--- config.mk ---
export PLATFORM = sky130hd
export DESIGN_NAME = descending_sorted_list_top
export DESIGN_NICKNAME = d
export VERILOG_FILES = /design/src/rtl/core/dsl_pkg.sv /design/src/rtl/core/dsl_ctrl.sv /design/src/rtl/core/dsl_datapath.sv /design/src/rtl/core/descending_sorted_list_top.sv
export SDC_FILE = /design/constraint.sdc
export NUM_CORES = 2
export LEC_CHECK = 0
export ABC_AREA = 1
export BUFFER_PORTS_ARGS = -buffer_cell sky130_fd_sc_hd__buf_4
export CORE_MARGIN = 2
export CORE_UTILIZATION = 35
export CTS_BUF_LIST = sky130_fd_sc_hd__clkbuf_8
export CTS_CLUSTER_SIZE = 8
export DETAILED_ROUTE_END_ITERATION = 7
export GPL_TIMING_DRIVEN = 0
export SLEW_MARGIN = 15
export SYNTH_ARGS = -nofsm -noshare
export SYNTH_HDL_FRONTEND = slang
export SYNTH_SLANG_ARGS = --single-unit
--- constraint.sdc ---
create_clock -name clk_i -period 10.55 [get_ports clk_i]
set_clock_uncertainty 0.05 [all_clocks]
set_input_delay 1.055 -clock clk_i [delete_from_list [all_inputs] [get_ports clk_i]]
set_output_delay 1.055 -clock clk_i [all_outputs]
set_load 0.02 [all_outputs]
--- src/rtl/core/dsl_pkg.sv ---
// Package for the descending sorted list block.
// Holds the list geometry, operation and status codes, and the types shared by
// the controller, the datapath and the top level. No dependencies.
package dsl_pkg;

  localparam int unsigned CAPACITY = 64;
  localparam int unsigned AW       = $clog2(CAPACITY);
  localparam int unsigned CW       = $clog2(CAPACITY + 1);
  localparam int unsigned DW       = 32;

  localparam logic [1:0] OP_APPEND = 2'd0;
  localparam logic [1:0] OP_SORT   = 2'd1;
  localparam logic [1:0] OP_INSERT = 2'd2;
  localparam logic [1:0] OP_CLEAR  = 2'd3;

  localparam logic [1:0] ST_OK    = 2'd0;
  localparam logic [1:0] ST_FULL  = 2'd1;
  localparam logic [1:0] ST_EMPTY = 2'd2;

  typedef enum logic [3:0] {
    S_IDLE,
    S_FULL,
    S_EMPTY,
    S_OUTER,
    S_LOADI,
    S_SCAN,
    S_SWAP1,
    S_SWAP2,
    S_EMIT_RD,
    S_EMIT_OUT,
    S_INS_RD,
    S_INS_CMP,
    S_INS_PLACE
  } ctrl_state_e;

  typedef enum logic [4:0] {
    DP_NOP,
    DP_APPEND,
    DP_CLEAR,
    DP_SORT_INIT,
    DP_INS_INIT,
    DP_OUTER,
    DP_LOADI,
    DP_SCAN,
    DP_SWAP1,
    DP_SWAP2,
    DP_EMIT_INIT,
    DP_EMIT_RD,
    DP_EMIT_OUT,
    DP_INS_RD,
    DP_INS_SHIFT,
    DP_INS_PLACE,
    DP_OUT_FULL,
    DP_OUT_EMPTY
  } dp_cmd_e;

  typedef struct packed {
    logic          full;
    logic          count_zero;
    logic          out_free;
    logic          outer_done;
    logic          scan_last;
    logic          emit_last;
    logic          pos_one;
    logic          value_gt;
    logic [CW-1:0] count;
  } dp_status_t;

endpackage

--- src/rtl/core/dsl_ctrl.sv ---
// Sequencer for the descending sorted list block.
// Walks each request through its steps and issues one datapath command a cycle.
// Depends on dsl_pkg.
module dsl_ctrl import dsl_pkg::*; (
  input  logic       clk_i,
  input  logic       rst_ni,
  input  logic       in_valid_i,
  output logic       in_ready_o,
  input  logic [1:0] operation_i,
  input  dp_status_t status_i,
  output dp_cmd_e    cmd_o
);

  ctrl_state_e state_q, state_d;

  always_ff @(posedge clk_i or negedge rst_ni) begin
    if (!rst_ni) begin
      state_q <= S_IDLE;
    end else begin
      state_q <= state_d;
    end
  end

  always_comb begin
    state_d    = state_q;
    cmd_o      = DP_NOP;
    in_ready_o = 1'b0;
    unique case (state_q)
      S_IDLE: begin
        in_ready_o = 1'b1;
        if (in_valid_i) begin
          unique case (operation_i)
            OP_APPEND: begin
              if (status_i.full) begin
                state_d = S_FULL;
              end else begin
                cmd_o = DP_APPEND;
              end
            end
            OP_SORT: begin
              if (status_i.count_zero) begin
                state_d = S_EMPTY;
              end else begin
                cmd_o   = DP_SORT_INIT;
                state_d = S_OUTER;
              end
            end
            OP_INSERT: begin
              if (status_i.full) begin
                state_d = S_FULL;
              end else begin
                cmd_o   = DP_INS_INIT;
                state_d = status_i.count_zero ? S_INS_PLACE : S_INS_RD;
              end
            end
            default: begin
              cmd_o = DP_CLEAR;
            end
          endcase
        end
      end
      S_FULL: begin
        if (status_i.out_free) begin
          cmd_o   = DP_OUT_FULL;
          state_d = S_IDLE;
        end
      end
      S_EMPTY: begin
        if (status_i.out_free) begin
          cmd_o   = DP_OUT_EMPTY;
          state_d = S_IDLE;
        end
      end
      S_OUTER: begin
        if (status_i.outer_done) begin
          cmd_o   = DP_EMIT_INIT;
          state_d = S_EMIT_RD;
        end else begin
          cmd_o   = DP_OUTER;
          state_d = S_LOADI;
        end
      end
      S_LOADI: begin
        cmd_o   = DP_LOADI;
        state_d = S_SCAN;
      end
      S_SCAN: begin
        cmd_o = DP_SCAN;
        if (status_i.scan_last) begin
          state_d = S_SWAP1;
        end
      end
      S_SWAP1: begin
        cmd_o   = DP_SWAP1;
        state_d = S_SWAP2;
      end
      S_SWAP2: begin
        cmd_o   = DP_SWAP2;
        state_d = S_OUTER;
      end
      S_EMIT_RD: begin
        cmd_o   = DP_EMIT_RD;
        state_d = S_EMIT_OUT;
      end
      S_EMIT_OUT: begin
        if (status_i.out_free) begin
          cmd_o   = DP_EMIT_OUT;
          state_d = status_i.emit_last ? S_IDLE : S_EMIT_RD;
        end
      end
      S_INS_RD: begin
        cmd_o   = DP_INS_RD;
        state_d = S_INS_CMP;
      end
      S_INS_CMP: begin
        if (status_i.value_gt) begin
          cmd_o   = DP_INS_SHIFT;
          state_d = status_i.pos_one ? S_INS_PLACE : S_INS_RD;
        end else begin
          state_d = S_INS_PLACE;
        end
      end
      S_INS_PLACE: begin
        cmd_o   = DP_INS_PLACE;
        state_d = S_EMIT_RD;
      end
      default: begin
        state_d = S_IDLE;
      end
    endcase
  end

endmodule

--- src/rtl/core/dsl_datapath.sv ---
// Datapath for the descending sorted list block: value memory, entry count,
// index and compare registers, and the output register. Depends on dsl_pkg.
module dsl_datapath import dsl_pkg::*; (
  input  logic                 clk_i,
  input  logic                 rst_ni,
  input  dp_cmd_e              cmd_i,
  input  logic signed [DW-1:0] value_i,
  output dp_status_t           status_o,
  output logic                 out_valid_o,
  input  logic                 out_ready_i,
  output logic signed [DW-1:0] item_o,
  output logic                 last_o,
  output logic [1:0]           status_res_o
);

  logic signed [DW-1:0] mem_q [CAPACITY];
  logic signed [DW-1:0] rdata_q;
  logic                 mem_we;
  logic                 mem_re;
  logic [AW-1:0]        waddr;
  logic [AW-1:0]        raddr;
  logic signed [DW-1:0] wdata;

  logic [CW-1:0]        count_q, count_d;
  logic [AW-1:0]        i_q, i_d;
  logic [AW-1:0]        j_q, j_d;
  logic [AW-1:0]        pos_q, pos_d;
  logic [AW-1:0]        best_idx_q, best_idx_d;
  logic signed [DW-1:0] best_q, best_d;
  logic signed [DW-1:0] tmp_q, tmp_d;
  logic signed [DW-1:0] val_q, val_d;

  logic                 out_valid_q, out_valid_d;
  logic signed [DW-1:0] item_q, item_d;
  logic                 last_q, last_d;
  logic [1:0]           res_q, res_d;

  logic                 out_free;
  logic [AW-1:0]        j_next;

  assign out_free = !out_valid_q || out_ready_i;
  assign j_next   = j_q + AW'(1);

  assign status_o.full       = (count_q == CW'(CAPACITY));
  assign status_o.count_zero = (count_q == '0);
  assign status_o.out_free   = out_free;
  assign status_o.outer_done = ((CW'(i_q) + CW'(1)) >= count_q);
  assign status_o.scan_last  = ((CW'(j_q) + CW'(1)) == count_q);
  assign status_o.emit_last  = ((CW'(i_q) + CW'(1)) == count_q);
  assign status_o.pos_one    = (pos_q == AW'(1));
  assign status_o.value_gt   = (val_q > rdata_q);
  assign status_o.count      = count_q;

  always_comb begin
    mem_we      = 1'b0;
    mem_re      = 1'b0;
    waddr       = '0;
    raddr       = '0;
    wdata       = val_q;
    count_d     = count_q;
    i_d         = i_q;
    j_d         = j_q;
    pos_d       = pos_q;
    best_idx_d  = best_idx_q;
    best_d      = best_q;
    tmp_d       = tmp_q;
    val_d       = val_q;
    out_valid_d = out_valid_q && !out_ready_i;
    item_d      = item_q;
    last_d      = last_q;
    res_d       = res_q;
    unique case (cmd_i)
      DP_NOP: begin
      end
      DP_APPEND: begin
        mem_we  = 1'b1;
        waddr   = count_q[AW-1:0];
        wdata   = value_i;
        count_d = count_q + CW'(1);
      end
      DP_CLEAR: begin
        count_d = '0;
      end
      DP_SORT_INIT: begin
        i_d = '0;
      end
      DP_INS_INIT: begin
        pos_d = count_q[AW-1:0];
        val_d = value_i;
      end
      DP_OUTER: begin
        mem_re     = 1'b1;
        raddr      = i_q;
        best_idx_d = i_q;
        j_d        = i_q + AW'(1);
      end
      DP_LOADI: begin
        best_d = rdata_q;
        tmp_d  = rdata_q;
        mem_re = 1'b1;
        raddr  = j_q;
      end
      DP_SCAN: begin
        // rdata_q holds entry j; the next entry is read in the same cycle.
        if (rdata_q > best_q) begin
          best_d     = rdata_q;
          best_idx_d = j_q;
        end
        j_d    = j_next;
        mem_re = 1'b1;
        raddr  = j_next;
      end
      DP_SWAP1: begin
        mem_we = 1'b1;
        waddr  = i_q;
        wdata  = best_q;
      end
      DP_SWAP2: begin
        mem_we = 1'b1;
        waddr  = best_idx_q;
        wdata  = tmp_q;
        i_d    = i_q + AW'(1);
      end
      DP_EMIT_INIT: begin
        i_d = '0;
      end
      DP_EMIT_RD: begin
        mem_re = 1'b1;
        raddr  = i_q;
      end
      DP_EMIT_OUT: begin
        out_valid_d = 1'b1;
        item_d      = rdata_q;
        last_d      = status_o.emit_last;
        res_d       = ST_OK;
        i_d         = i_q + AW'(1);
      end
      DP_INS_RD: begin
        mem_re = 1'b1;
        raddr  = pos_q - AW'(1);
      end
      DP_INS_SHIFT: begin
        mem_we = 1'b1;
        waddr  = pos_q;
        wdata  = rdata_q;
        pos_d  = pos_q - AW'(1);
      end
      DP_INS_PLACE: begin
        mem_we  = 1'b1;
        waddr   = pos_q;
        wdata   = val_q;
        count_d = count_q + CW'(1);
        i_d     = '0;
      end
      DP_OUT_FULL: begin
        out_valid_d = 1'b1;
        item_d      = '0;
        last_d      = 1'b1;
        res_d       = ST_FULL;
      end
      DP_OUT_EMPTY: begin
        out_valid_d = 1'b1;
        item_d      = '0;
        last_d      = 1'b1;
        res_d       = ST_EMPTY;
      end
      default: begin
      end
    endcase
  end

  always_ff @(posedge clk_i) begin
    if (mem_we) begin
      mem_q[waddr] <= wdata;
    end
    if (mem_re) begin
      rdata_q <= mem_q[raddr];
    end
  end

  always_ff @(posedge clk_i or negedge rst_ni) begin
    if (!rst_ni) begin
      count_q     <= '0;
      out_valid_q <= 1'b0;
    end else begin
      count_q     <= count_d;
      out_valid_q <= out_valid_d;
    end
  end

  always_ff @(posedge clk_i) begin
    i_q        <= i_d;
    j_q        <= j_d;
    pos_q      <= pos_d;
    best_idx_q <= best_idx_d;
    best_q     <= best_d;
    tmp_q      <= tmp_d;
    val_q      <= val_d;
    item_q     <= item_d;
    last_q     <= last_d;
    res_q      <= res_d;
  end

  assign out_valid_o  = out_valid_q;
  assign item_o       = item_q;
  assign last_o       = last_q;
  assign status_res_o = res_q;

endmodule

--- src/rtl/core/descending_sorted_list_top.sv ---
// Top level of the descending sorted list block: sequencer plus datapath.
// Depends on dsl_pkg, dsl_ctrl and dsl_datapath.
//
// Keeps up to 64 signed 32-bit values in a single-port-write, registered-read
// memory. Append and clear need no further steps once taken. Sort is a selection
// sort on the memory: each pass i reads entry i, scans the later entries for the
// largest, then writes the two entries swapped; the emit follows. Insert compares
// the new value with the entry ahead of its slot, shifts each smaller entry one
// slot toward the end, stops at an entry that is not smaller or at the front,
// writes the value, then emits. Emit delivers each result with one memory read
// and one output load, waiting while the consumer does not keep up. A full list
// drops the value and gives a single result with status full; emitting an empty
// list gives one result with status empty. The last result of every run has
// last set. A new request is taken only after the previous one has finished
// its work; a result still held in the output register does not block that.
module descending_sorted_list_top import dsl_pkg::*; (
  input  logic                 clk_i,
  input  logic                 rst_ni,
  input  logic                 in_valid_i,
  output logic                 in_ready_o,
  input  logic [1:0]           operation_i,
  input  logic signed [DW-1:0] value_i,
  output logic                 out_valid_o,
  input  logic                 out_ready_i,
  output logic signed [DW-1:0] item_o,
  output logic                 last_o,
  output logic [1:0]           status_o
);

  dp_cmd_e    cmd;
  dp_status_t dp_status;

  dsl_ctrl u_ctrl (
    .clk_i       (clk_i),
    .rst_ni      (rst_ni),
    .in_valid_i  (in_valid_i),
    .in_ready_o  (in_ready_o),
    .operation_i (operation_i),
    .status_i    (dp_status),
    .cmd_o       (cmd)
  );

  dsl_datapath u_datapath (
    .clk_i        (clk_i),
    .rst_ni       (rst_ni),
    .cmd_i        (cmd),
    .value_i      (value_i),
    .status_o     (dp_status),
    .out_valid_o  (out_valid_o),
    .out_ready_i  (out_ready_i),
    .item_o       (item_o),
    .last_o       (last_o),
    .status_res_o (status_o)
  );

  a_count_bound: assert property (@(posedge clk_i) disable iff (!rst_ni)
    dp_status.count <= CW'(CAPACITY))
    else $error("entry count above capacity");

  a_status_result: assert property (@(posedge clk_i) disable iff (!rst_ni)
    out_valid_o && (status_o != ST_OK) |-> last_o && (item_o == '0))
    else $error("status result without last or with nonzero item");

  a_append_count: assert property (@(posedge clk_i) disable iff (!rst_ni)
    in_valid_i && in_ready_o && (operation_i == OP_APPEND) && !dp_status.full
    |=> dp_status.count == $past(dp_status.count) + CW'(1))
    else $error("append did not grow the list by one");

  a_clear_count: assert property (@(posedge clk_i) disable iff (!rst_ni)
    in_valid_i && in_ready_o && (operation_i == OP_CLEAR) |=> dp_status.count_zero)
    else $error("clear left entries in the list");

endmodule

# --- Word level (Yosys, flattened, before mapping) ---
# Memories as Yosys holds them, arrays and structs flattened. A register that Yosys moved wholly into a read port is not among the register bits.
# Cells that the tools add are included.
# W data, S select, Z words.
word_totals:
  ff_bits: 167
  ram_bits: 2048
  inputBits: 38
  output_inout_bits: 37
  wordCells: 137
  memories: 1
classes:
  add_sub_neg: 6
  magnitude_cmp: 3
  eq_ne: 42
  mux: 45
  n_reduce_logical: 27
memory_table:
  columns: ["memory", "words", "width", "rd", "rd_ports_with_merged_regs", "write_ports", "line", "text"]
  rows:
  - ["u_datapath.mem_q", 64, 32, 1, 1, 1, "dsl_datapath.sv:16", "logic signed [DW-1:0] mem_q [CAPACITY];"]
ops:
  columns: ["operator", "n"]
  rows:
  - ["$pmux W32 S2", 2]
  - ["$pmux W32 S4", 1]
  - ["$pmux W5 S13", 1]
  - ["$gt A32 B32 Y1", 2]
  - ["$mux W4", 12]
  - ["$pmux W4 S12", 1]
  - ["$pmux W6 S2", 4]
  - ["$pmux W6 S4", 2]
  - ["$eq A5 B4 Y1 const B", 8]
  - ["$mux W32", 1]
  - ["$eq A4 B4 Y1 const B", 5]
  - ["$eq A5 B3 Y1 const B", 4]
  - ["$eq A4 B3 Y1 const B", 4]
  - ["$mux W5", 3]
  - ["$pmux W5 S3", 1]
  - ["$add A6 B1 Y7 const B", 2]
  - ["$eq A7 B7 Y1", 2]
  - ["$pmux W7 S2", 1]
  - ["$add A6 B1 Y6 const B", 2]
  - ["$pmux W4 S3", 1]
  - ["$reduce_bool A2 Y1", 6]
  - ["$reduce_or A2 Y1", 6]
  - ["$eq A5 B2 Y1 const B", 2]
  - ["$eq A5 B5 Y1 const B", 2]
  - ["31 further kinds", 48]

# --- Logic depth before layout (Yosys ltp) ---
logic_depth:
  ltp_word: 10
  ltp_mapped: 31

# --- Cells and area by module ---
# Synthesis repeated with hierarchy kept, for this count alone.
hier_totals:
  cells_unflattened: 9164
  area_unflattened_um2: 100681.6
by_module_without_submodules:
  columns: ["module", "instances", "cells_per_inst", "area_per_inst_um2", "seq_area_each_um2"]
  rows:
  - ["dsl_datapath", 1, 9043, 100023.4, 67314.6]
  - ["dsl_ctrl", 1, 121, 658.1, 100.1]

# --- Worst setup path after synthesis ---
# No wires, ideal clock.
synth_path:
  kind: "register to register"
  start: "register u_ctrl.state_q[0]"
  end: "memory u_datapath.mem_q[16][0] (enable)"
  arrival_ns: 4.971
  required_time_ns: 10.079
  setup_slack_ns: 5.108
  stages_incl_launch_ff: 14
  period_less_slack_ns: 5.442
  cell_sequence: "dfrtp_1 nor2_4 inv_1 nor2_1 nor2_1 nand2_1 inv_1 nand4_1 nor3_4 inv_2 o22ai_1 nor3_1 nand3_1 nor2_1"
synth_via:
  elab_chain_len: 7
  elab_cells_between_ends: 25
  cone_classes: "eq/ne (17); mux (5); reduce/logical (3)"
synth_lines:
  columns: ["item", "line", "text"]
  rows:
  - ["from (decl)", "dsl_ctrl.sv:14", "ctrl_state_e state_q, state_d;"]
  - ["from (signal assigned)", "dsl_ctrl.sv:20", "state_q <= state_d;"]
  - ["$eq A4 B4 Y1, or another cell as far along", "dsl_ctrl.sv:28", "unique case (state_q)"]
  - ["$pmux W5 S13 *", "dsl_ctrl.sv:28", null]
  - ["$eq A5 B4 Y1 / $eq A5 B1 Y1 (equally long branches)", "dsl_datapath.sv:72", "unique case (cmd_i)"]
  - ["$reduce_or A5 Y1 (no line)", null, null]
  - ["$mux W1", "dsl_datapath.sv:72", null]
  - ["$mux W1", "dsl_datapath.sv:173", "if (mem_we) begin"]
  - ["$mux W1 (not written as such)", "dsl_datapath.sv:174", "mem_q[waddr] <= wdata;"]
  - ["to (decl)", "dsl_datapath.sv:16", null]
# Mark *: on every way between the ends. The rest lies on a longest branch, timed or not.

# --- Worst setup path in the final report ---
layout_path:
  start: "register u_datapath.i_q[0]"
  end: "memory u_datapath.mem_q[43][29] (enable)"
layout_via:
  elab_chain_len: 9
  elab_cells_between_ends: 15
  cone_classes: "add/sub (1); order compare (1); eq/ne (5); mux (6); reduce/logical (2)"
layout_lines:
  columns: ["item", "line", "text"]
  rows:
  - ["from (decl)", "dsl_datapath.sv:25", "logic [AW-1:0] i_q, i_d;"]
  - ["from (signal assigned)", "dsl_datapath.sv:192", "i_q <= i_d;"]
  - ["$add A6 B1 Y7", "dsl_datapath.sv:47", "assign status_o.outer_done = ((CW'(i_q) + CW'(1)) >= count_q);"]
  - ["$ge A7 B7 Y1", "dsl_datapath.sv:47", null]
  - ["$mux W4", "dsl_ctrl.sv:75", "if (status_i.outer_done) begin"]
  - ["$pmux W5 S13", "dsl_ctrl.sv:28", null]
  - ["$eq A5 B4 Y1 / $eq A5 B1 Y1 (equally long branches)", "dsl_datapath.sv:72", null]
  - ["$reduce_or A5 Y1 (no line)", null, null]
  - ["$mux W1", "dsl_datapath.sv:72", null]
  - ["$mux W1", "dsl_datapath.sv:173", null]
  - ["$mux W1 (not written as such)", "dsl_datapath.sv:174", null]
# Parallel ways exist; a longest one is shown, timed or not.

==> results_dict.tcl <==
set metrics [dict create \
    status "complete, but fails checks" \
    violations "design-rule violations" \
    setup_viol 0 \
    crit_start "u_datapath.i_q[0]" \
    p_per_area_mw_per_mm2 253 \
    fin_crit_sh 0.650 \
    synthCells 9484 \
    dieArea_mm2 0.293 \
    drc_errors 1 \
    tightest_slew_ns 1.23 \
    grt_max_degree 58 \
    path_clk_slew_ns 0.06 \
    cts.sinks 2247 \
    rows 197 \
    r2r-start "u_datapath.i_q[0]" \
    vias 75700 \
    r2r_end "u_datapath.mem_q[43][29]" \
    synth_xor_area_frac 0.00139 \
    wl_per_cell_um 25.2 \
    hpwl_um 254000 \
    routabilityCongestion 1.07 \
    drv_cap 0 \
    synth_top_family_by_area "simple AND/OR/NAND/NOR gates" \
    fp.dieH_um 541 \
    yosysWarnings 0 \
    area_delta_synth_final_pct 15.3 \
    ant_nets 0 \
    holdWs_ns 0.111 \
    path_max_fanout 21 \
    layout_min_cycle_time_ns 6.86 \
    synth_edf_count 2235 \
    synth.area.mux_share 0 \
    final_common_cell "edfxtp_1" \
    die_width_um 541 \
    fillers 27300 \
    cpMaxStageDelayCell "o221ai_1" \
    worst-setup-path-type "flop to flop" \
    tritoncts "built" \
    synthAdderAreaFrac 0.0100 \
    finalWirelength_um 356000 \
    grt_pass1_wl_um 503000 \
    vias_per_cell 5.35 \
    crit_family "simple AND/OR/NAND/NOR gates" \
    numCtsBuffers 395 \
    setup_slack_ns 3.69 \
    syn_area_per_cell_um2 10.7 \
    path_common_cell "nand2_1" \
    dpl_cell_area_mm2 0.110 \
    grtUsageTotal 0.237 \
    post_cts_buffers 0 \
    required_ns 11.21 \
    synth_cell_types 50 \
    maxSlewViolCount 0 \
    root_buffer "clkbuf_8" \
    htreeDepth 5 \
    drive_above_1_share 0.114 \
    grt-ovfl-total 0 \
    ys_seq_area_frac 0.667 \
    final_area_mm2 0.116 \
    cp-end-kind "flop" \
    worstHoldStart "value_i[5]" \
    worstPathArrival_ns 7.51 \
    setup_tns_ns 0 \
    io_buffers 74 \
    drt_iter0_drc 10700 \
    synthArstFlopShare 0.00534 \
    synth_compound_area_frac 0.0295 \
    r2r_slack_ns 3.69 \
    clock_path_buffers 4 \
    startpoint_type "flop" \
    slew_headroom 0.177 \
    initial_core_util 0.351 \
    holdPathStages 1 \
    path_depth 23 \
    fmax_mhz 146 \
    synth_area_mm2 0.101 \
    grt_pass1_vias 71400 \
    ys_ff_latch 2247 \
    final_core_util 0.405 \
    layout.nets 10200 \
    synth_ff_type "edfxtp_1" \
    path_cells "nand3_1, nor2_1, nand2_1, xor2_1, inv_1, ha_1, nand2_1, nor2_1, nand4_1, nand3_1, nor3_1, nor2_1, nand2_1, inv_1, nand4_1, nor3_4, inv_2, o221ai_1, nand2_1, inv_1, nand2_1, nor2_4, buf_12" \
    ir_worst_vdd_mv 0.177 \
    antenna_found_initial 29 \
    dp_slack_ns 3.84 \
    p_leak_nw 47.2 \
    clock_latency_ns 1.10 \
    rsz0062_at_grt "no" \
    drtPass1Iterations 8 \
    pin_count 75 \
    coreArea_mm2 0.288 \
    synth-simple-area-share 0.192 \
    crit_buf_inv 5 \
    syn_nets 9603 \
    r2r_cells 23 \
    layout_common_cells "edfxtp_1 (2235), inv_1 (1998), nand3_1 (1690), nand2_1 (1461), nand4_1 (717)" \
    hold_path.class "input pin to flop" \
    hold_end "u_datapath.val_q[5]" \
    max_stage_delay_ns 0.97 \
    hold_viol_final 0 \
]
==> flip-flops by register name (all words and copies together), names as in the netlist <==
name / cells
u_ctrl.state_q: 4
u_datapath.tmp_q: 32
u_datapath.best_idx_q: 6
u_datapath.rdata_q: 32
u_datapath.status_res_o: 2
u_datapath.pos_q: 6
u_datapath.i_q: 6
u_datapath.best_q: 32
u_datapath.item_o: 32
u_datapath.out_valid_o: 1
u_datapath.mem_q: 2048
u_datapath.val_q: 32
u_datapath.j_q: 6
u_datapath.count_q: 7
u_datapath.last_o: 1
==> synth_stat cells (3+ instances only) <==
master | instances | share of area
a211oi_1 | 3 | 0.00022
edfxtp_1 | 2235 | 0.66
nand4_1 | 717 | 0.044
o21ai_0 | 135 | 0.0067
o221ai_1 | 5 | 0.00043
buf_1 | 13 | 0.00048
ha_1 | 81 | 0.010
nor3_1 | 14 | 0.00069
o22ai_1 | 38 | 0.0024
nand2_1 | 1495 | 0.056
nor2_1 | 167 | 0.0062
o21a_1 | 4 | 0.00030
clkbuf_1 | 204 | 0.0076
nand2_2 | 5 | 0.00031
nor2_2 | 3 | 0.00019
buf_6 | 3 | 0.00033
nand3_1 | 1690 | 0.084
xor2_1 | 15 | 0.0013
o21ai_1 | 191 | 0.0095
a21oi_1 | 63 | 0.0031
buf_4 | 28 | 0.0021
a221oi_1 | 37 | 0.0032
nor2_4 | 3 | 0.00033
o211ai_1 | 33 | 0.0025
inv_1 | 1877 | 0.070
dfrtp_1 | 12 | 0.0030
inv_2 | 11 | 0.00041
buf_2 | 374 | 0.019
==> how the worst max path moves through the flow <==
| stage | to | slack, ns |
|---|---|---|
| floorplan | u_datapath.mem_q[16][0] | 5.11 |
| global placement | u_datapath.mem_q[22][9] | 0.37 |
| detailed placement | u_datapath.mem_q[31][4] | 3.84 |
| CTS | u_datapath.mem_q[43][29] | 3.83 |
| global route | u_datapath.mem_q[31][14] | 3.37 |
| finish | u_datapath.mem_q[43][29] | 3.69 |
==> cell type report <==
class                      instances  area, um2  share of cell area
timing repair buffer             192       3240              0.0278
antenna                           12       30.0            0.000258
inverter                        1890       7090              0.0609
clock inverter                   267       1120             0.00964
tap                             3781       4730              0.0406
sequential                      2247      67400               0.579
clock buffer                     401       5520              0.0474
multi-input combinational       4725      24300               0.209
buffer                           622       2940              0.0253
==> worst reg2reg max path, delay by kind of cell (launching register included) <==
kind                       cells  cell delay (ns)
AOI/OAI and AO/OA              1             0.97
buffers and inverters          5             0.79
DFF                            1             0.54
adders and majority gates      1             0.27
and+or+nand+nor               15             3.62
xor gates and xnor gates       1             0.23
==> where the power goes <==
group | internal [mW] | leakage [nW] | switching, mW
logic | 2.28 | 23.1 | 7.86
registers | 11.9 | 20.3 | 0.233
clock network | 3.52 | 3.84 | 3.62
==> through the flow <==
step,instances,power [mW]
after floorplan,9484,17.0
after global placement,13300,21.8
after detailed placement,13500,22.1
after CTS,14100,29.2
after global routing,14100,30.3
final,14100,29.4
==> kinds of logic (layout without fill, tap and decap cells) <==
kind of cell | count (synthesis) | count (layout)
AO/OA/AOI/OAI | 524 | 524
XOR/XNOR | 16 | 16
adder cells (fa/ha/maj) | 81 | 81
buffers and inverters | 2512 | 3372
flip-flops | 2247 | 2247
other | 0 | 12
AND/OR/NAND/NOR | 4104 | 4104
==> metal layers <==
layer	vias up	part of all wire	global-route usage	routed length [um]
li1	33700	-	-	-
met1	36700	0.39	0.311	139000
met2	4393	0.44	0.363	156000
met3	883	0.11	0.0546	39400
met4	6	0.062	0.132	22000
met5	-	0.000087	0	31
==> what timing repair did <==
item,in CTS,in global routing
gates resized for setup,0,0
hold endpoints to repair,12,0
hold buffers,1,0
Note: power is estimated with default switching activity, not from simulation.
